**src/design/grm_pkg.sv**
```systemverilog
package grm_pkg;

    localparam int BlockPixels   = 64;
    localparam int MapRows       = 32;
    localparam int MapCols       = 32;
    localparam int FracBits      = 8;
    localparam int FineStepShift = 7;

    localparam int PosShift  = 14 + FineStepShift - FracBits;
    localparam int CoarseCap = 2 * (MapRows + MapCols) * BlockPixels;
    localparam int BlkShift  = $clog2(BlockPixels);
    localparam int DistShift = BlkShift + FineStepShift - FracBits;
    localparam int DistMax   = 16383;

    localparam int PosW  = 19;
    localparam int MW    = $clog2(CoarseCap + 2);
    localparam int NW    = MW + FineStepShift + 1;
    localparam int ProdW = NW + 16;
    localparam int CoordW = ProdW + 2;
    localparam int CellW = $clog2(MapRows * MapCols);

    localparam logic CmdWrite = 1'b0;
    localparam logic CmdCast  = 1'b1;

    typedef enum logic [1:0] {
        t_probe_open = 2'd0,
        t_probe_wall = 2'd1,
        t_probe_off  = 2'd2
    } t_probe;

    typedef enum logic [2:0] {
        t_op_idle    = 3'd0,
        t_op_write   = 3'd1,
        t_op_trig    = 3'd2,
        t_op_probe   = 3'd3,
        t_op_clear   = 3'd4
    } t_op;

    typedef struct packed {
        t_op                 op;
        logic [NW-1:0]       n;
    } t_cmd;

    typedef struct packed {
        logic   done;
        t_probe code;
    } t_status;

endpackage

```
**src/design/grm_datapath.sv**
```systemverilog
module grm_datapath (
    input  logic                      i_clk,
    input  logic                      i_rst_n,
    input  grm_pkg::t_cmd             i_cmd,
    output grm_pkg::t_status          o_status,
    input  logic [4:0]                i_row,
    input  logic [4:0]                i_col,
    input  logic                      i_wall,
    input  logic [15:0]               i_angle,
    input  logic [grm_pkg::PosW-1:0]  i_pos_x,
    input  logic [grm_pkg::PosW-1:0]  i_pos_y
);
    import grm_pkg::*;

    logic                     wall_map [MapRows*MapCols];
    logic signed [15:0]       r_cos, r_sin;
    logic [14:0]              r_t, r_t2, r_r;
    logic [2:0]               r_tstep;
    logic                     r_tsel;
    logic [1:0]               r_q;
    logic [2:0]               r_pstep;
    logic signed [ProdW-1:0]  r_px, r_py;
    logic signed [CoordW-1:0] r_x, r_y;
    logic [CellW-1:0]         r_addr;
    logic                     r_off;
    logic                     r_rd;
    logic                     r_done;
    t_probe                   r_code;

    logic [15:0] w_a;
    logic [14:0] w_f;
    logic [28:0] w_mul;
    logic signed [ProdW-1:0]  w_nx, w_ny;
    logic [CoordW-1:0] w_pixx, w_pixy;
    logic [CoordW-1:0] w_colx, w_rowy;

    // cosine pass loads at step 0, sine pass loads at step 5
    assign w_a = (r_tstep == 3'd5) ? i_angle : i_angle + 16'd16384;
    assign w_f = w_a[14] ? 15'd16384 - {1'b0, w_a[13:0]} : {1'b0, w_a[13:0]};

    always_comb begin
        w_mul = '0;
        case (r_tstep)
            3'd1: w_mul = 29'(r_t) * 29'(r_t);
            3'd2: w_mul = 29'(15'd1160) * 29'(r_t2);
            3'd3: w_mul = 29'(15'd10512 - r_r) * 29'(r_t2);
            3'd4: w_mul = 29'(15'd25736 - r_r) * 29'(r_t);
            default: w_mul = '0;
        endcase
    end

    assign w_nx = ProdW'(signed'({1'b0, i_cmd.n})) * ProdW'(r_cos);
    assign w_ny = ProdW'(signed'({1'b0, i_cmd.n})) * ProdW'(r_sin);
    assign w_pixx = CoordW'(r_x) >> FracBits;
    assign w_pixy = CoordW'(r_y) >> FracBits;
    assign w_colx = w_pixx >> BlkShift;
    assign w_rowy = w_pixy >> BlkShift;

    always_ff @(posedge i_clk) begin
        if (!i_rst_n) begin
            r_tstep <= '0;
            r_pstep <= '0;
            r_done  <= 1'b0;
            r_rd    <= 1'b0;
        end else begin
            r_done <= 1'b0;
            r_rd   <= 1'b0;
            unique case (i_cmd.op)
                t_op_clear: begin
                    wall_map[i_cmd.n[CellW-1:0]] <= 1'b0;
                    r_done <= 1'b1;
                end
                t_op_write: begin
                    wall_map[{i_row, i_col}] <= i_wall;
                    r_done <= 1'b1;
                end
                t_op_trig: begin
                    if (r_tstep == 3'd0) begin
                        r_tsel  <= 1'b0;
                        r_q     <= w_a[15:14];
                        r_t     <= w_f;
                        r_tstep <= 3'd1;
                    end else if (r_tstep == 3'd5) begin
                        if (r_tsel) begin
                            r_tstep <= 3'd0;
                            r_done  <= 1'b1;
                        end else begin
                            r_tsel  <= 1'b1;
                            r_q     <= w_a[15:14];
                            r_t     <= w_f;
                            r_tstep <= 3'd1;
                        end
                    end else begin
                        r_tstep <= r_tstep + 3'd1;
                        case (r_tstep)
                            3'd1: r_t2 <= 15'(w_mul >> 14);
                            3'd2, 3'd3: r_r <= 15'(w_mul >> 14);
                            default: begin
                                if (r_tsel)
                                    r_sin <= r_q[1] ? -16'(w_mul >> 14) : 16'(w_mul >> 14);
                                else
                                    r_cos <= r_q[1] ? -16'(w_mul >> 14) : 16'(w_mul >> 14);
                            end
                        endcase
                    end
                end
                t_op_probe: begin
                    r_pstep <= r_pstep + 3'd1;
                    case (r_pstep)
                        3'd0: begin
                            r_px <= w_nx;
                            r_py <= w_ny;
                        end
                        3'd1: begin
                            r_x <= CoordW'(signed'({1'b0, i_pos_x})) + CoordW'(r_px >>> PosShift);
                            r_y <= CoordW'(signed'({1'b0, i_pos_y})) + CoordW'(r_py >>> PosShift);
                        end
                        3'd2: begin
                            r_off  <= r_x[CoordW-1] || r_y[CoordW-1] ||
                                      w_colx >= CoordW'(MapCols) || w_rowy >= CoordW'(MapRows);
                            r_addr <= CellW'((w_rowy % CoordW'(MapRows)) * CoordW'(MapCols)
                                      + w_colx % CoordW'(MapCols));
                        end
                        3'd3: r_rd <= wall_map[r_addr];
                        default: begin
                            r_pstep <= '0;
                            r_done  <= 1'b1;
                            r_code  <= r_off ? t_probe_off : (r_rd ? t_probe_wall : t_probe_open);
                        end
                    endcase
                end
                default: begin
                    r_tstep <= '0;
                    r_pstep <= '0;
                end
            endcase
        end
    end

    assign o_status.done = r_done;
    assign o_status.code = r_code;

    a_tstep_range: assert property (@(posedge i_clk) disable iff (!i_rst_n)
        r_tstep <= 3'd5) else $error("trig step out of range");
    a_pstep_range: assert property (@(posedge i_clk) disable iff (!i_rst_n)
        r_pstep <= 3'd4) else $error("probe step out of range");
    a_done_pulse: assert property (@(posedge i_clk) disable iff (!i_rst_n)
        r_done |=> !r_done) else $error("done held two cycles");
endmodule

```
**config.mk**
```make
export PLATFORM = sky130hd
export DESIGN_NAME = grm_datapath
export DESIGN_NICKNAME = d
export VERILOG_FILES = /design/src/design/grm_pkg.sv /design/src/design/grm_datapath.sv
export SDC_FILE = /design/constraint.sdc
export NUM_CORES = 2
export LEC_CHECK = 0
export BUFFER_PORTS_ARGS = -buffer_cell sky130_fd_sc_hd__buf_2
export CAP_MARGIN = 20
export CELL_PAD_IN_SITES_DETAIL_PLACEMENT = 1
export CELL_PAD_IN_SITES_GLOBAL_PLACEMENT = 1
export CORE_UTILIZATION = 50
export CTS_CLUSTER_SIZE = 16
export DETAILED_ROUTE_END_ITERATION = 12
export PLACE_DENSITY_LB_ADDON = 0.15
export RECOVER_POWER = 25
export SKIP_LAST_GASP = 1
export SLEW_MARGIN = 20
export SYNTH_ARGS = -nofsm -noshare
export SYNTH_HDL_FRONTEND = slang
export SYNTH_SLANG_ARGS = --single-unit
```
**constraint.sdc**
```tcl
create_clock -name i_clk -period 20.4 [get_ports i_clk]
set_clock_uncertainty 0.05 [all_clocks]
set_input_delay 1.02 -clock i_clk [delete_from_list [all_inputs] [get_ports i_clk]]
set_output_delay 1.02 -clock i_clk [all_outputs]
set_load 0.03 [all_outputs]
```
Word-level counts from Yosys, hierarchy flattened
Memory sizes are Yosys's and may differ from the RTL's. A register that Yosys moved wholly into a read port is not among the register bits.
Index checks and enable logic that the tools add are counted.

word-level totals
  register bits after elaboration = 256
  bits in writable memories = 1,024
  bits of input ports = 92
  output and inout port bits = 3
  word-level logic and storage cells = 111
  memories = 1

operators by class
  $add $sub $neg = 10
  $mul = 6
  magnitude comparators = 2
  equality and inequality tests = 13
  muxes and demuxes = 32
  bitwise operators = 5
  reduce and logical (&&, ||, !) cells = 25

memories
  name      words  width  read ports  clocked after Yosys merged registers in  wr ports  line                source
  wall_map  1,024  1      1           1                                        1         grm_datapath.sv:15  logic wall_map [MapRows*MapCols];

operators with widths
  operator                number
  $pmux 29 s4             1
  $mul 23x16->38          2
  $mux 15                 4
  $mul 16x16->29          2
  $add 20x25->26          2
  $ge 26x6->1 const B     2
  $mux 16                 2
  $mul 15x15->29          1
  $mul 8x15->23 const A   1
  $eq 3x2->1 const B      6
  $reduce_and 3->1        6
  $add 16x15->16 const B  1
  $neg 15->16             1
  $sub 14x15->16 const A  1
  $sub 15x15->16 const A  1
  $mux 1                  15
  $sub 15x14->15 const A  1
  $pmux 3 s2              2
  $reduce_and 6->1        2
  $add 10x5->10           1
  $mux 10                 1
  $reduce_and 5->1        2
  $eq 3x1->1 const B      3
  $eq 3x3->1 const B      3
  15 further kinds        30

Depth between registers and ports, before layout
  depth after elaboration = 7
  depth in mapped cells = 35
  mapped depth without buffers = 33

Least setup slack after synthesis
No wires, ideal clock.

  kind = input to register
  start point = in i_cmd[22] (netlist name)
  end point = mem wall_map[0] (data pin)
  setup time = 2.865 ns
  arrival = 15.536 ns
  data required time = 17.485 ns
  slack = 1.950 ns
  stages on the path = 7
  path buffers = 4
  cells stage by stage = clkbuf_1 nor2b_1 and3b_1 clkbuf_1 buf_1 clkbuf_1 and2_1

between the ends
  cells in the longest elaborated chain, start to end = 6

RTL lines
  item                              line                source
  from (decl)                       grm_datapath.sv:4   input grm_pkg::t_cmd i_cmd,
  $eq 3x1->1                        grm_datapath.sv:68  unique case (i_cmd.op)
  $mux 1                            grm_datapath.sv:68
  $mux 1                            grm_datapath.sv:60  if (!i_rst_n) begin
  $mux 1 (not written as such)      grm_datapath.sv:74  wall_map[{i_row, i_col}] <= i_wall;
  $reduce_or 1->1 (no source line)  --
  $mux 1 (no source line)           --
  to (decl)                         grm_datapath.sv:15

No other way between the ends.

Worst setup path after layout
  start point = in i_cmd[22] (netlist name)
  end point = mem wall_map[633] (data pin)

Same word-level chain as after synthesis.

==> reports/metrics.csv <==
stage;metric;value;unit
worst_hold_path;min-delay src;r_x[18]$_DFFE_PP_;
power;Max VDD drop;0.121;mV
route;mean routed wirelength per cell;25.3;um
route;DRC violations left;0;
floorplan;die width;445;um
sta;worst-margin pin slew;4.43;ns
sta;final hold violations;0;
floorplan;Ports;95;
route;drt total wl;285000;um
critical_path;CP max stage cell;clkbuf_1;
sta;Slew headroom;-195;%
synth;Post-Synthesis Cells;8653;
clock_tree;Worst-path clk slew;0.06;ns
clock_tree;CTS sink cnt;1198;
critical_path;family with the most delay on the worst path;buffers and inverters;
power;Power, Total;8.92;mW
route;via count;64392;
sta;Tcrit/Tclk final;52.8;%
critical_path;critical path launch point;i_cmd[22];
floorplan;die area;0.198;mm2
placed_design;dpl hpwl;187000;um
sta;Final TNS setup;0;ns
clock_tree;CTS HTree Levels;4;
synth;synth warn;0;
flow_run;max capacitance violation total;30;
cells_and_area;final net count;10349;
critical_path;Setup crit end kind;flip-flop;
critical_path;CP dominant cell by count;clkbuf_1;
sta;Final setup viols;0;
synth;Syn Nets;10471;
cells_and_area;share of cells above drive strength 1;9.58;%
floorplan;core box area;0.195;mm2
floorplan;Rows;162;
route;First-pass DRT Iterations;7;
floorplan;starting density of the core;50.4;%
synth;fraction of registers with async set/reset;0;%
clock_tree;worst-skew pair later-pin latency;0.79;ns
critical_path;RR Startpoint;r_r[0]$_DFFE_PP_;
critical_path;Worst EP arrival;11.19;ns
synth;synthesized cell area;0.0982;mm2
cells_and_area;Core Util, Final;54.2;%
sta;Min Hold Slack;0.376;ns
route;vias per inst;5.72;
global_routing;Tot GR Track Use;29.6;%
sta;highest clock rate;0.0929;GHz
global_routing;first-pass GRT wire length;439000;um
synth;distinct cell type count after synthesis;76;
placed_design;GP Congestion;0.912;
placed_design;Port Buffer Count;94;
route;1st-iter DRT viols;4764;
power;Pleak;39.9;nW
cells_and_area;layout overhead on the synthesized area;7.62;%
clock_tree;cts bufs inserted;136;
critical_path;CP Buf/Inv Count;5;
critical_path;critical path peak fanout;115;
global_routing;largest net degree at the start of global routing;124;
synth;Yosys reg bits;1198;
critical_path;startpoint types;input pin;
clock_tree;CTS tree;built;
worst_hold_path;HP Class;reg2reg;
clock_tree;Post CTS Setup Buffer Count;0;
floorplan;die height;445;um
critical_path;crit path cell chain;clkbuf_1 > nor2b_1 > and3b_2 > clkbuf_1 > and2_0 > clkbuf_1 > buf_4 > buf_4;
run_status;status;finished with violations;
synth;count of flip-flops with a built-in enable after synthesis;1190;
sta;Max Slew Vio Count;1203;
route;post-detailed-route count of antenna-violating nets;0;
critical_path;CP max stage delay;2.97;ns
run_status;violated checks;capacitance limit, slew limit;
global_routing;global route overflow;0;
clock_tree;hold_buf cts;0;
critical_path;WP data required;20.83;ns
clock_tree;post_cts resized;0;
clock_tree;Longest Clk Path Bufs;3;
clock_tree;clock root cell;clkbuf_16;
global_routing;initial antenna violation count;16;
synth;syn_area_per_cell;11.3;um2
critical_path;CP Class;in2reg;
power;total power per unit cell area;84.4;mW/mm2
global_routing;vias in the first global route;71816;
sta;RSZ-0062 raised after global routing;no;
synth;register area share after synthesis;36.6;%
synth;Synth Flop Type;edfxtp_1;
sta;Period minus WS final;10.76;ns
## cell usage in the layout, fill, tap and decap left out, types with 64 or more instances in the layout
cell and instances:
clkbuf_1 73, clkbuf_16 136, edfxtp_1 1190, fa_1 1148
nand2b_1 64, nand2_1 832, and2_1 491, buf_4 129
inv_1 1390, buf_2 88, o21ai_0 73, a21oi_1 93
nor2_1 1184, ha_1 578, xnor2_1 140, mux4_2 341
## cells in the mapped netlist, types with 13 or more instances
library cell | number | area, um2
nand2_1 | 876 | 3290
xnor2_1 | 149 | 1310
xor2_1 | 52 | 455
and2_1 | 500 | 3130
nand3_1 | 55 | 275
nor3_1 | 41 | 205
mux4_2 | 341 | 7680
a211oi_1 | 18 | 135
and3_1 | 26 | 163
clkbuf_1 | 473 | 1780
nand4_1 | 20 | 125
a21oi_1 | 94 | 470
o31ai_1 | 13 | 97.6
nor2_1 | 1184 | 4440
nor2b_1 | 22 | 138
o21a_1 | 30 | 225
o21bai_1 | 15 | 113
fa_1 | 1148 | 23000
ha_1 | 578 | 7230
nand3b_1 | 14 | 105
buf_1 | 25 | 93.8
o21ai_0 | 73 | 365
edfxtp_1 | 1190 | 35700
inv_1 | 1390 | 5220
nand2b_1 | 64 | 400
buf_2 | 24 | 120
a31oi_1 | 21 | 131
a21o_1 | 40 | 300
## worst register-to-register path, delay by kind of cell (launching register included)
family                     cells  cell delay (ns)
AOI/OAI and AO/OA              8             3.30
DFF                            1             0.38
adders and majority gates      8             3.71
and+or+nand+nor                7             1.93
buffers and inverters          5             0.78
xor gates and xnor gates       1             0.15
## metal layers
metal | vias up | GRT usage, % | wire (um)
li1 | 27656 | - | -
met1 | 34395 | 37.7 | 113000
met2 | 1844 | 51.8 | 146000
met3 | 493 | 3.71 | 15600
met4 | 4 | 10.7 | 10900
met5 | - | 0 | 28
## worst paths after layout
path,end,slack (ns),cells past startpoint
min reg2reg,r_addr[4]$_DFFE_PP_,0.38,0
min,r_addr[4]$_DFFE_PP_,0.38,0
max,wall_map[633]$_DFFE_PP_,9.64,8
max reg2reg,r_cos[15]$_DFFE_PP_,9.86,29
## logic make-up after synthesis
family | synth area share (%)
adders and majority gates | 30.8
xor gates and xnor gates | 1.79
buffers and inverters | 7.36
muxes | 7.90
DFF | 36.6
AOI/OAI and AO/OA | 2.84
and+or+nand+nor | 12.8
## layout make-up
cell class | count | area (um2)
Antenna cell | 10 | 25.0
Clock buffer | 171 | 3530
Clock inverter | 65 | 699
Fill cell | 20411 | 89300
Inverter | 1392 | 5230
Multi-Input combinational cell | 5539 | 55300
Sequential cell | 1198 | 35900
Tap cell | 2624 | 3280
Timing Repair Buffer | 264 | 1700
## power by group
part           total, mW  switching, mW  internal, mW  leakage, nW
Clock               2.37           1.06          1.31         2.05
Combinational       3.66           2.23          1.43         29.1
Sequential          2.89         0.0163          2.87         8.74
## stage by stage
step	instances	cell area [um2]	worst slack, ns
2_1_floorplan	8653	98200	1.95
3_3_place_gp	11009	101000	10.45
3_5_place_dp	11009	101000	10.04
4_1_cts	11245	106000	9.99
5_1_grt	11263	106000	8.85
6_report	11263	106000	9.64
## sequential cells by signal, summed over array words and instances (netlist names)
signal	cells
r_t2	15
r_x	12
r_t	15
r_sin	16
r_pstep	3
r_done	1
r_code	2
r_addr	10
r_rd	1
r_off	1
r_r	15
r_q	1
r_cos	16
r_y	12
r_px	25
r_tstep	3
r_tsel	1
wall_map	1024
r_py	25
Power figures use the tool's default switching activity.
