`config.mk`:
```
export PLATFORM = sky130hd
export DESIGN_NAME = grm_ctrl
export DESIGN_NICKNAME = d
export VERILOG_FILES = /design/src/design/grm_pkg.sv /design/src/design/grm_ctrl.sv
export SDC_FILE = /design/constraint.sdc
export NUM_CORES = 1
export LEC_CHECK = 0
export BUFFER_PORTS_ARGS = -buffer_cell sky130_fd_sc_hd__buf_2
export CAP_MARGIN = 15
export CELL_PAD_IN_SITES_DETAIL_PLACEMENT = 2
export CELL_PAD_IN_SITES_GLOBAL_PLACEMENT = 2
export CORE_ASPECT_RATIO = 0.5
export CORE_MARGIN = 10
export CORE_UTILIZATION = 37
export DETAILED_ROUTE_END_ITERATION = 10
export PLACE_DENSITY = 0.78
export SYNTH_ARGS = -nofsm -noshare
export SYNTH_HDL_FRONTEND = slang
export SYNTH_SLANG_ARGS = --single-unit
export TNS_END_PERCENT = 50
```
`constraint.sdc`:
```
create_clock -name i_clk -period 4.4 [get_ports i_clk]
set_input_delay 1.1 -clock i_clk [delete_from_list [all_inputs] [get_ports i_clk]]
set_output_delay 1.1 -clock i_clk [all_outputs]
set_load 0.01 [all_outputs]
```
`src/design/grm_pkg.sv`:
```
package grm_pkg;

    localparam int BlockPixels   = 64;
    localparam int MapRows       = 32;
    localparam int MapCols       = 32;
    localparam int FracBits      = 8;
    localparam int FineStepShift = 7;

    localparam int PosShift  = 14 + FineStepShift - FracBits;
    localparam int CoarseCap = 2 * (MapRows + MapCols) * BlockPixels;
    localparam int BlkShift  = $clog2(BlockPixels);
    localparam int DistShift = BlkShift + FineStepShift - FracBits;
    localparam int DistMax   = 16383;

    localparam int PosW  = 19;
    localparam int MW    = $clog2(CoarseCap + 2);
    localparam int NW    = MW + FineStepShift + 1;
    localparam int ProdW = NW + 16;
    localparam int CoordW = ProdW + 2;
    localparam int CellW = $clog2(MapRows * MapCols);

    localparam logic CmdWrite = 1'b0;
    localparam logic CmdCast  = 1'b1;

    typedef enum logic [1:0] {
        t_probe_open = 2'd0,
        t_probe_wall = 2'd1,
        t_probe_off  = 2'd2
    } t_probe;

    typedef enum logic [2:0] {
        t_op_idle    = 3'd0,
        t_op_write   = 3'd1,
        t_op_trig    = 3'd2,
        t_op_probe   = 3'd3,
        t_op_clear   = 3'd4
    } t_op;

    typedef struct packed {
        t_op                 op;
        logic [NW-1:0]       n;
    } t_cmd;

    typedef struct packed {
        logic   done;
        t_probe code;
    } t_status;

endpackage

```
`src/design/grm_ctrl.sv`:
```
module grm_ctrl (
    input  logic                 i_clk,
    input  logic                 i_rst_n,
    input  logic                 i_in_valid,
    output logic                 o_in_ready,
    input  logic                 i_command,
    output logic                 o_out_valid,
    input  logic                 i_out_ready,
    output logic [13:0]          o_dist,
    output logic                 o_left,
    output logic                 o_cast,
    output grm_pkg::t_cmd        o_cmd,
    input  grm_pkg::t_status     i_status
);
    import grm_pkg::*;

    typedef enum logic [3:0] {
        S_CLEAR, S_IDLE, S_WRITE, S_TRIG, S_P0, S_COARSE, S_FINE0, S_FINE, S_OUT
    } t_state;

    t_state          r_state;
    logic [NW-1:0]   r_n;
    logic [MW-1:0]   r_m;
    logic [NW-1:0]   r_n0;
    logic [FineStepShift:0] r_k;
    logic            r_out_valid, r_left, r_cast;
    logic [13:0]     r_dist;
    logic [NW-1:0]   w_fin;
    logic [NW-1:0]   w_dq;

    assign w_fin = r_n0 + NW'(r_k) + NW'(2);
    assign w_dq  = w_fin >> DistShift;

    always_ff @(posedge i_clk) begin
        if (!i_rst_n) begin
            r_state     <= S_CLEAR;
            r_n         <= '0;
            r_out_valid <= 1'b0;
        end else begin
            if (r_out_valid && i_out_ready)
                r_out_valid <= 1'b0;
            unique case (r_state)
                S_CLEAR: begin
                    if (i_status.done) begin
                        if (r_n == NW'(MapRows*MapCols-1)) r_state <= S_IDLE;
                        r_n <= r_n + NW'(1);
                    end
                end
                S_IDLE: begin
                    if (i_in_valid && !r_out_valid) begin
                        if (i_command == CmdWrite) begin
                            r_state <= S_WRITE;
                        end else begin
                            r_state <= S_TRIG;
                        end
                    end
                end
                S_WRITE: begin
                    if (i_status.done) begin
                        r_dist <= '0; r_left <= 1'b0; r_cast <= 1'b0;
                        r_state <= S_OUT;
                    end
                end
                S_TRIG: begin
                    if (i_status.done) begin
                        r_n <= '0; r_m <= '0;
                        r_state <= S_P0;
                    end
                end
                S_P0: begin
                    if (i_status.done) begin
                        if (i_status.code == t_probe_open) begin
                            r_m <= MW'(1);
                            r_n <= NW'(1) << FineStepShift;
                            r_state <= S_COARSE;
                        end else begin
                            r_n0 <= '0; r_n <= '0;
                            r_state <= S_FINE0;
                        end
                    end
                end
                S_COARSE: begin
                    if (i_status.done) begin
                        if (i_status.code != t_probe_open) begin
                            r_n0 <= NW'(r_m - MW'(1)) << FineStepShift;
                            r_n  <= NW'(r_m - MW'(1)) << FineStepShift;
                            r_state <= S_FINE0;
                        end else if (r_m == MW'(CoarseCap)) begin
                            r_n0 <= NW'(r_m) << FineStepShift;
                            r_n  <= NW'(r_m) << FineStepShift;
                            r_state <= S_FINE0;
                        end else begin
                            r_m <= r_m + MW'(1);
                            r_n <= r_n + (NW'(1) << FineStepShift);
                        end
                    end
                end
                S_FINE0: begin
                    if (i_status.done) begin
                        if (i_status.code == t_probe_open) begin
                            r_k <= '0;
                            r_n <= r_n0 + NW'(1);
                            r_state <= S_FINE;
                        end else begin
                            r_dist <= '0;
                            r_left <= (i_status.code == t_probe_off);
                            r_cast <= 1'b1;
                            r_state <= S_OUT;
                        end
                    end
                end
                S_FINE: begin
                    if (i_status.done) begin
                        if (i_status.code != t_probe_open ||
                            r_k + 1'b1 >= (FineStepShift+1)'(1 << FineStepShift)) begin
                            r_k <= r_k + 1'b1;
                            r_dist <= 14'((w_dq > NW'(DistMax)) ? NW'(DistMax) : w_dq);
                            r_left <= (i_status.code != t_probe_wall);
                            r_cast <= 1'b1;
                            r_state <= S_OUT;
                        end else begin
                            r_k <= r_k + 1'b1;
                            r_n <= r_n + NW'(1);
                        end
                    end
                end
                default: begin
                    if (!r_out_valid) begin
                        r_out_valid <= 1'b1;
                        r_state <= S_IDLE;
                    end
                end
            endcase
        end
    end

    assign o_in_ready  = (r_state == S_IDLE) && !r_out_valid;
    assign o_out_valid = r_out_valid;
    assign o_dist = r_dist;
    assign o_left = r_left;
    assign o_cast = r_cast;

    always_comb begin
        o_cmd.n  = r_n;
        o_cmd.op = t_op_idle;
        case (r_state)
            S_CLEAR: o_cmd.op = i_status.done ? t_op_idle : t_op_clear;
            S_WRITE: o_cmd.op = i_status.done ? t_op_idle : t_op_write;
            S_TRIG:  o_cmd.op = i_status.done ? t_op_idle : t_op_trig;
            S_P0, S_COARSE, S_FINE0, S_FINE:
                     o_cmd.op = i_status.done ? t_op_idle : t_op_probe;
            default: o_cmd.op = t_op_idle;
        endcase
    end

    a_ready_idle: assert property (@(posedge i_clk) disable iff (!i_rst_n)
        o_in_ready |-> r_state == S_IDLE) else $error("ready outside idle");
    a_out_write: assert property (@(posedge i_clk) disable iff (!i_rst_n)
        (r_out_valid && !r_cast) |-> (r_dist == '0 && !r_left))
        else $error("write acknowledge carries data");
    a_k_bound: assert property (@(posedge i_clk) disable iff (!i_rst_n)
        r_state == S_FINE |-> r_k < (FineStepShift+1)'(1 << FineStepShift))
        else $error("fine step runaway");
endmodule

```
### Word-level counts from Yosys, hierarchy flattened

Cells that the tools add are included.

| word-level totals | value |
|---|---|
| word-level logic and storage cells | 141 |
| register bits | 87 |
| input bits | 8 |
| output and inout port bits | 43 |

| cells by class | value |
|---|---|
| equality and inequality tests | 30 |
| reduce and logical (&&, ||, !) cells | 21 |
| magnitude comparators | 2 |
| add/subtract/negate cells | 8 |
| mux-type cells | 71 |

Operators with widths:

| cell | count |
|---|---|
| 22-bit two-way mux | 15 |
| 14-bit two-way mux | 11 |
| 22-bit case mux with 6 select lines | 1 |
| 14-bit case mux with 3 select lines | 2 |
| 4-bit two-way mux | 14 |
| 22-bit by 1-bit adder with 22-bit output, second input constant | 2 |
| 22-bit case mux with 2 select lines | 1 |
| 2-bit inequality test, second input constant | 17 |
| 8-bit two-way mux | 4 |
| 4-bit case mux with 8 select lines | 1 |
| 22-bit by 2-bit adder with 22-bit output, second input constant | 1 |
| 22-bit by 8-bit adder with 22-bit output | 1 |
| 22-bit by 8-bit adder with 22-bit output, second input constant | 1 |
| 22-bit by 10-bit == test with 1-bit output, second input constant | 1 |
| 17-bit by 14-bit greater-than comparator with 1-bit output, second input constant | 1 |
| 4-bit by 3-bit == test with 1-bit output, second input constant | 4 |
| 8-bit case mux with 2 select lines | 1 |
| 14-bit by 1-bit subtractor with 15-bit output, second input constant | 1 |
| 14-bit by 1-bit adder with 14-bit output, second input constant | 1 |
| 14-bit == test, second input constant | 1 |
| 1-bit two-way mux | 14 |
| 3-bit case mux with 4 select lines | 1 |
| 12-bit AND reduction | 1 |
| 9-bit by 1-bit inequality test with 1-bit output, second input constant | 1 |
| other kinds (25) | 34 |

### Longest topological paths before layout

Gate-level depths: netlist of the first run.

| depth | value |
|---|---|
| depth after elaboration | 7 |
| gate-level depth with buffers | 13 |

### Worst setup path before layout of the first run

No wires, ideal clock.

| path | value |
|---|---|
| path kind | register to register |
| start point | register r_m[0] |
| end point | register r_n0[10] (enable) |
| setup slack | 1,201 ps |
| buffers on the path | 1 |
| stages on the path, launching flop included | 9 |
| required time | 3,994 ps |
| setup time | 406 ps |
| arrival | 2,793 ps |
| cell sequence | edfxtp_1 clkbuf_1 inv_1 ha_1 nor3b_4 nand4b_2 nor3b_2 a21oi_1 nor3_1 |

| on the way | value |
|---|---|
| word-level cells in the longest chain between the ends | 3 |

RTL lines:

| element | line | source |
|---|---|---|
| start, declared | grm_ctrl.sv:23 | `logic [MW-1:0] r_m;` |
| start signal, assigned | grm_ctrl.sv:93 | `r_m <= r_m + MW'(1);` |
| 14-bit == test | grm_ctrl.sv:88 | `end else if (r_m == MW'(CoarseCap)) begin` |
| 3-bit inequality test (no line) | - |  |
| 6-bit AND reduction (no line) | - |  |
| end signal, assigned | grm_ctrl.sv:85 | `r_n0 <= NW'(r_m - MW'(1)) << FineStepShift;` |
| end signal, assigned | grm_ctrl.sv:89 | `r_n0 <= NW'(r_m) << FineStepShift;` |
| end, declared | grm_ctrl.sv:24 | `logic [NW-1:0] r_n0;` |

No other way between the ends.
A chain may end at the register's enable or synchronous reset.

### Worst setup path after layout of the first run

| path | value |
|---|---|
| start point | register r_k[2] |
| end point | register r_dist[8], in the netlist o_dist[8], data pin |

| on the way | value |
|---|---|
| word-level cells in the longest chain between the ends | 7 |

RTL lines:

| element | line | source |
|---|---|---|
| start, declared | grm_ctrl.sv:25 | `logic [FineStepShift:0] r_k;` |
| start signal, assigned | grm_ctrl.sv:116 | `r_k <= r_k + 1'b1;` |
| start signal, assigned | grm_ctrl.sv:122 | `r_k <= r_k + 1'b1;` |
| 22-bit by 8-bit adder with 22-bit output (*) | grm_ctrl.sv:31 | `assign w_fin = r_n0 + NW'(r_k) + NW'(2);` |
| 22-bit by 2-bit adder with 22-bit output (*) | grm_ctrl.sv:31 |  |
| 17-bit by 14-bit greater-than comparator with 1-bit output | grm_ctrl.sv:117 | `r_dist <= 14'((w_dq > NW'(DistMax)) ? NW'(DistMax) : w_dq);` |
| 14-bit two-way mux (*) | grm_ctrl.sv:117 |  |
| 14-bit two-way mux (*) | grm_ctrl.sv:114 | `if (i_status.code != t_probe_open \|\|` |
| 14-bit two-way mux (*) | grm_ctrl.sv:113 | `if (i_status.done) begin` |
| 14-bit case mux with 3 select lines (*) | grm_ctrl.sv:42 | `unique case (r_state)` |
| end signal, assigned | grm_ctrl.sv:117 |  |
| end, declared | grm_ctrl.sv:27 | `logic [13:0] r_dist;` |

Mark *: on every way between the ends. The rest lies on a longest branch, timed or not. The select of a mux whose other input is x is not followed.

==> run_results.csv, run 1 <==
group,metric,value,unit
sta,rsz0062_at_grt,"no",
cts,cts_tree,"done",
outcome,status,"completed",
layout,drive_gt1_frac,0.1448,
layout,seq_area,0.002132,mm^2
synthesis,synthDistinctLibCells,68,
die,io_pins,51,
sta,max_freq,0.3212,GHz
setup_path,rr_endpoint,"o_dist[8]",
route,routedWlPerCell,23.12,um
route,vias_per_cell,5.964,
setup_path,cpPeakStageDelay,0.82,ns
synthesis,synth_edf_count,53,
setup_path,crit_arrival,3.12,ns
sta,drv_slew,0,
synthesis,synth-simple-area-share,0.2532,
power,vdd_drop_max,0.1792,mV
synthesis,synth_area,0.005505,mm^2
layout,finalInstanceArea,0.006123,mm^2
route,dr.pass1.iters,5,
cts,htreeDepth,3,
power,p_leak,2.121,nW
sta,setup_viol,0,
synthesis,synth_nets,659,
synthesis,synth_compound_area_frac,0.1755,
die,start_util,0.3795,
layout,finalNonFillerCells,861,
route,vias,5135,
sta,fin_setup_tns,0,ns
die,rows,31,
global_route,grt_pass1_vias,5310,
die,die_area,0.02045,mm^2
sta,skew,0.01068,ns
layout,nNetsFinal,672,
synthesis,synthCells,645,
placed_design,io_buffer_count,50,
sta,setup_ws,1.286,ns
run,drv_cap,0,
synthesis,synthTopCellsByCount,"61 x nor2_1, 56 x nand2_1, 53 x edfxtp_1, 53 x o21ai_0, 45 x a21oi_1",
cts,clk_latency,0.35,ns
synthesis,synth_mux_area_frac,0.01273,
setup_path,reg2regPathDepth,6,
synthesis,synth-adder-area-share,0.01364,
die,coreArea,0.01451,mm^2
placed_design,dp_worst_setup_slack,1.122,ns
synthesis,ys_ff_latch,80,
synthesis,synth-main-ff-cell,"edfxtp_1",
synthesis,synth_area_leaders,"edfxtp_1 29%, dfxtp_1 9.8%, xor2_1 6.8%",
cts,root_buffer,"clkbuf_16",
power,power.density,269.3,mW/mm^2
worst_hold_path,hold_depth,2,
cts,cts.sinks,80,
synthesis,synth_warnings,0,
sta,hold_violations,0,
layout,multiInputGateArea,0.003079,mm^2
global_route,grt_start_max_net_pins,37,
synthesis,synth.most_common_cell,"nor2_1",
synthesis,synthXorXnorAreaFrac,0.1034,
global_route,antenna_found_initial,0,
layout,area_delta_synth_final,11.23,%
synthesis,ys_seq_area_frac,0.3873,
setup_path,required,4.41,ns
cts,holdBufCountCts,0,
cts,cts_buffer_depth,2,
route,ant_nets,0,
global_route,gr-total-overflow,0,
route,finalWirelength,19.91,mm
cts,cts_buffers,9,
global_route,grtUsageTotal,0.1938,
synthesis,async_reset_ff_frac,0,
cts,cts_resized,0,
setup_path,r2r_setup_slack,1.29,ns
sta,tightest_slew,0.9008,ns
route,drt_iter0_drc,301,
layout,fillers,1649,
setup_path,path_cells,"and4_1 -> a41oi_2 -> nor2_4 -> nand4_1 -> o311ai_2 -> o21ai_0",
layout,antennaDiodeCount,0,
cts,post_cts_buffers,0,
worst_hold_path,min_to,"r_n[1]",
route,drc_errors,0,
sta,final.min_clock_period,3.114,ns
die,die_h,106.3,um
synthesis,syn_avg_cell_area,8.535,um^2
worst_hold_path,hold_start,"r_n[1]",
placed_design,gp_congestion,0.8382,
global_route,grt_pass1_wl,31.44,mm
setup_path,crit_slowest_cell,"o311ai_2",
setup_path,endpoint_kind,"register",
cts,clk_pin_slew,0.07,ns
die,die_w,192.5,um
worst_hold_path,holdCritPathClass,"register to register",
setup_path,rr_startpoint,"r_k[2]",
setup_path,crit_type,"register to register",
placed_design,dp_hpwl,14.19,mm
placed_design,place_inst,845,
placed_design,place_area,0.005837,mm^2
power,finalPower,1.649,mW
synthesis,synth_top_family_by_area,"simple AND/OR/NAND/NOR gates",
sta,timing.final.crit_share,0.7076,
synthesis,synth_largest_area_cell,"edfxtp_1",
synthesis,synth_top_area_frac,0.2891,
sta,relSlewSlack,0.3985,
setup_path,cp_max_fo,14,
setup_path,startpoint_type,"register",
## metrics by stage
step / util / hold slack (ns)
after floorplan: - / 0.5151
after global placement: 0.4024 / 0.5135
after detailed placement: 0.4024 / 0.5326
after CTS: 0.4221 / 0.5425
after global routing: 0.4221 / 0.5857
final: 0.4221 / 0.5406
## power by group
part	internal, mW	leakage [nW]	switching, mW
Clock	0.394	0.135	0.363
Sequential	0.796	0.783	0.0165
Combinational	0.0277	1.20	0.0511
Total	1.22	2.12	0.431
## sequential cells by signal, summed over array words and instances, names as in the netlist
name / count
r_n: 22
r_state: 4
r_k: 8
o_left: 1
o_out_valid: 1
o_dist: 14
o_cast: 1
r_n0: 15
r_m: 14
## cell families after synthesis
| family | after synthesis |
|---|---|
| multiplexers | 7 |
| XOR/XNOR | 65 |
| buffers and inverters | 69 |
| AO/OA/AOI/OAI | 160 |
| adder cells (fa/ha/maj) | 6 |
| AND/OR/NAND/NOR | 258 |
| flip-flops | 80 |
## layout make-up
type | count | area share
Sequential cell | 80 | 0.3482
Timing Repair Buffer | 63 | 0.05680
Multi-Input combinational cell | 496 | 0.5029
Tap cell | 198 | 0.04046
Inverter | 8 | 0.004904
Clock buffer | 9 | 0.03678
Clock inverter | 7 | 0.01001
## layer usage
layer  part of all wire  track usage
met5                  0            0
met4             0.0097      0.03465
met1               0.47       0.2684
met2               0.47       0.3082
met3              0.043      0.03881
## critical path, delay by kind of cell, from the launching register on
kind            cells  cell delay (ns)
simple gates        3             0.86
compound gates      3             1.48
flops               1             0.42
## layout by cell type, fill, tap and decap left out, types with 3 or more instances in the layout
cell,instances
nor2_1,61
nand2_1,56
o21ai_0,53
edfxtp_1,53
buf_2,50
a21oi_1,45
xor2_1,43
nand3_1,33
dfxtp_1,27
xnor2_1,22
nand4_1,18
nor3_1,13
buf_4,13
o22ai_1,12
a211oi_1,9
clkbuf_16,9
inv_1,8
nor4_1,8
nand2b_1,7
mux2i_1,7
and2_1,6
and3_1,6
or3_1,6
and4_1,6
a31oi_1,6
o32ai_1,6
or4_1,6
ha_1,6
o21ai_1,5
nor2b_1,3
nand3b_1,3
nor3_2,3
o211ai_1,3
nor3b_1,3
o31ai_1,3
inv_6,3
## how the worst max path moves through the flow
stage | startpoint | slack (ns) | end | depth (start not counted)
floorplan | r_m[0] | 1.20 | r_n0[10] | 8
global placement | i_status[1] | 1.22 | r_n[0] | 7
detailed placement | i_status[1] | 1.12 | r_n[0] | 7
CTS | r_k[2] | 1.25 | o_dist[8] | 6
global route | r_k[2] | 0.97 | o_dist[8] | 6
finish | r_k[2] | 1.29 | o_dist[8] | 6
(Power assumes the default switching activity.)
==> run 2, diff against run 1 <==
- ABC_AREA: not set -> 1
- CORE_UTILIZATION: 37 -> 34
- PLACE_DENSITY: 0.78 -> 0.77
- clock period: 4.4 -> 2.93 ns (I/O delays scaled with it)
==> run_results.csv, run 2 <==
group,metric,value,unit
setup_path,cp_max_fo,14,
sta,fin_setup_tns,0,ns
sta,relSlewSlack,0.3068,
layout,mostFrequentLayoutCell,"nand2_1",
cts,post_cts_buffers,0,
synthesis,synth_area_leaders,"edfxtp_1 26%, nand2_1 13%, dfxtp_1 9.0%",
synthesis,async_reset_ff_frac,0,
sta,drv_slew,0,
power,power.density,718.4,mW/mm^2
layout,finalNonFillerCells,1172,
route,vias_per_cell,5.334,
die,coreArea,0.01736,mm^2
die,die_w,208.0,um
sta,tightest_slew,1.040,ns
synthesis,synth_area,0.006008,mm^2
global_route,grt_pass1_wl,38.18,mm
synthesis,synth_top_family_by_area,"simple AND/OR/NAND/NOR gates",
cts,root_buffer,"clkbuf_16",
synthesis,synthDistinctLibCells,44,
cts,holdBufCountCts,0,
cts,cts.sinks,80,
synthesis,syn_avg_cell_area,6.835,um^2
sta,skew,0.01230,ns
route,finalWirelength,24.06,mm
cts,cts_buffer_depth,2,
layout,largest_reg_flops,22,
route,drc_errors,0,
route,ant_nets,0,
synthesis,synth_top_area_frac,0.2649,
layout,finalInstanceArea,0.006843,mm^2
synthesis,synth_mux_area_frac,0,
power,vdd_drop_max,0.3159,mV
global_route,gr-total-overflow,0,
placed_design,gp_congestion,0.8810,
layout,final_util,0.3942,
global_route,grt_start_max_net_pins,33,
layout,reg_top3,"r_n: 22 flops, r_n0: 15 flops",
cts,cts_buffers,9,
global_route,grt_pass1_vias,6710,
worst_hold_path,holdCritPathClass,"register to register",
sta,rsz0062_at_grt,"no",
setup_path,rr_endpoint,"r_m[12]",
global_route,grtUsageTotal,0.2015,
layout,area_delta_synth_final,13.89,%
die,rows,34,
setup_path,r2r_setup_slack,0.27,ns
cts,clk_pin_slew,0.07,ns
outcome,status,"completed",
die,start_util,0.3462,
die,io_pins,51,
setup_path,crit_arrival,2.62,ns
route,routedWlPerCell,20.53,um
layout,antennaDiodeCount,0,
run,drv_cap,0,
synthesis,synthXorXnorAreaFrac,0.03353,
sta,hold_violations,0,
route,dr.pass1.iters,5,
layout,nNetsFinal,947,
die,die_area,0.02371,mm^2
synthesis,synthTopCellsByCount,"202 x nand2_1, 129 x nor2_1, 101 x inv_1",
cts,cts_tree,"done",
layout,top_register,"r_n",
cts,clk_latency,0.35,ns
placed_design,dp_hpwl,18.74,mm
synthesis,synth.most_common_cell,"nand2_1",
setup_path,endpoint_kind,"register",
synthesis,ys_ff_latch,80,
synthesis,synth_nets,893,
synthesis,synth_largest_area_cell,"edfxtp_1",
synthesis,synth-adder-area-share,0.01249,
sta,timing.final.crit_share,0.9072,
route,drt_iter0_drc,324,
sta,final.min_clock_period,2.658,ns
cts,htreeDepth,3,
synthesis,synth_compound_area_frac,0.1291,
setup_path,reg2regPathDepth,8,
synthesis,synth_edf_count,53,
setup_path,rr_startpoint,"r_m[1]",
power,p_leak,2.922,nW
layout,drive_gt1_frac,0.1514,
setup_path,crit_type,"register to register",
sta,setup_viol,0,
synthesis,synth_warnings,0,
placed_design,dp_worst_setup_slack,0.2021,ns
placed_design,io_buffer_count,50,
sta,setup_ws,0.2720,ns
route,vias,6252,
setup_path,required,2.89,ns
setup_path,endpoint,"r_m[12]",
placed_design,place_inst,1156,
synthesis,synthCells,879,
sta,max_freq,0.3762,GHz
placed_design,place_area,0.006559,mm^2
layout,layout_common_cells,"202 x nand2_1, 128 x nor2_1, 100 x inv_1, 66 x a21oi_1, 63 x nand3_1",
synthesis,synth-simple-area-share,0.3753,
die,die_h,114,um
global_route,antenna_found_initial,0,
synthesis,synth-main-ff-cell,"edfxtp_1",
cts,cts_resized,0,
setup_path,startpoint,"r_m[1]",
synthesis,ys_seq_area_frac,0.3549,
setup_path,startpoint_type,"register",
run 2: cell count changes after synthesis, sizes merged, moves of 22 or more:
cell,delta
nor2,+87
inv,+102
nand3,+35
xor2,-23
a21oi,+22
nand2,+165
clkbuf,-30
run 2: per-layer routing:
layer  track usage  share of wire
met5             0              0
met4       0.03503          0.011
met3       0.05321          0.069
met2        0.3366           0.46
met1        0.2600           0.46
run 2: worst max-delay path: stages, from the launching register on:
cell	delay [ns]
edfxtp_1	0.42
inv_1	0.09
ha_1	0.23
nand3_1	0.19
nor2_1	0.10
nand2_1	0.12
nor3_1	0.06
buf_4	0.15
a2111oi_4	0.90
run 2: worst min-delay path by stage:
stage,from,end,slack (ns),cells after the start
2_1_floorplan,r_n[0],r_n[0],0.50,2
3_3_place_gp,o_out_valid,o_out_valid,0.49,1
3_5_place_dp,r_n[0],r_n[0],0.50,2
4_1_cts,r_n[0],r_n[0],0.51,2
5_1_grt,o_out_valid,o_out_valid,0.53,1
6_report,r_n[0],r_n[0],0.51,2
run 2: cell families (layout without fill, tap and decap cells):
group | after synthesis | in the layout
AO/OA/AOI/OAI | 146 | 146
XOR/XNOR | 23 | 23
adder cells (fa/ha/maj) | 6 | 6
buffers and inverters | 134 | 193
flip-flops | 80 | 80
AND/OR/NAND/NOR | 490 | 490
run 2: power by group:
group	switching [mW]	internal [mW]	total [mW]	leakage (nW)
sequential	0.289	1.42	1.71	0.730
combinational	1.45	0.619	2.07	2.05
clock	0.484	0.653	1.14	0.138
total	2.22	2.70	4.92	2.92
run 2: final cells by class:
cell class | count | area, um^2
Clock buffer | 11 | 232.7
Clock inverter | 5 | 47.55
Fill cell | 2084 | 10510
Inverter | 110 | 416.7
Multi-Input combinational cell | 665 | 3343
Sequential cell | 80 | 2132
Tap cell | 234 | 292.8
Timing Repair Buffer | 67 | 377.9
run 2: per-stage QoR:
| stage | power, mW | hold slack [ns] |
|---|---|---|
| final | 4.916 | 0.5086 |
| after global routing | 5.240 | 0.5309 |
| after CTS | 4.930 | 0.5105 |
| after detailed placement | 3.765 | 0.4983 |
| after global placement | 3.685 | 0.4910 |
| after floorplan | 3.005 | 0.5001 |
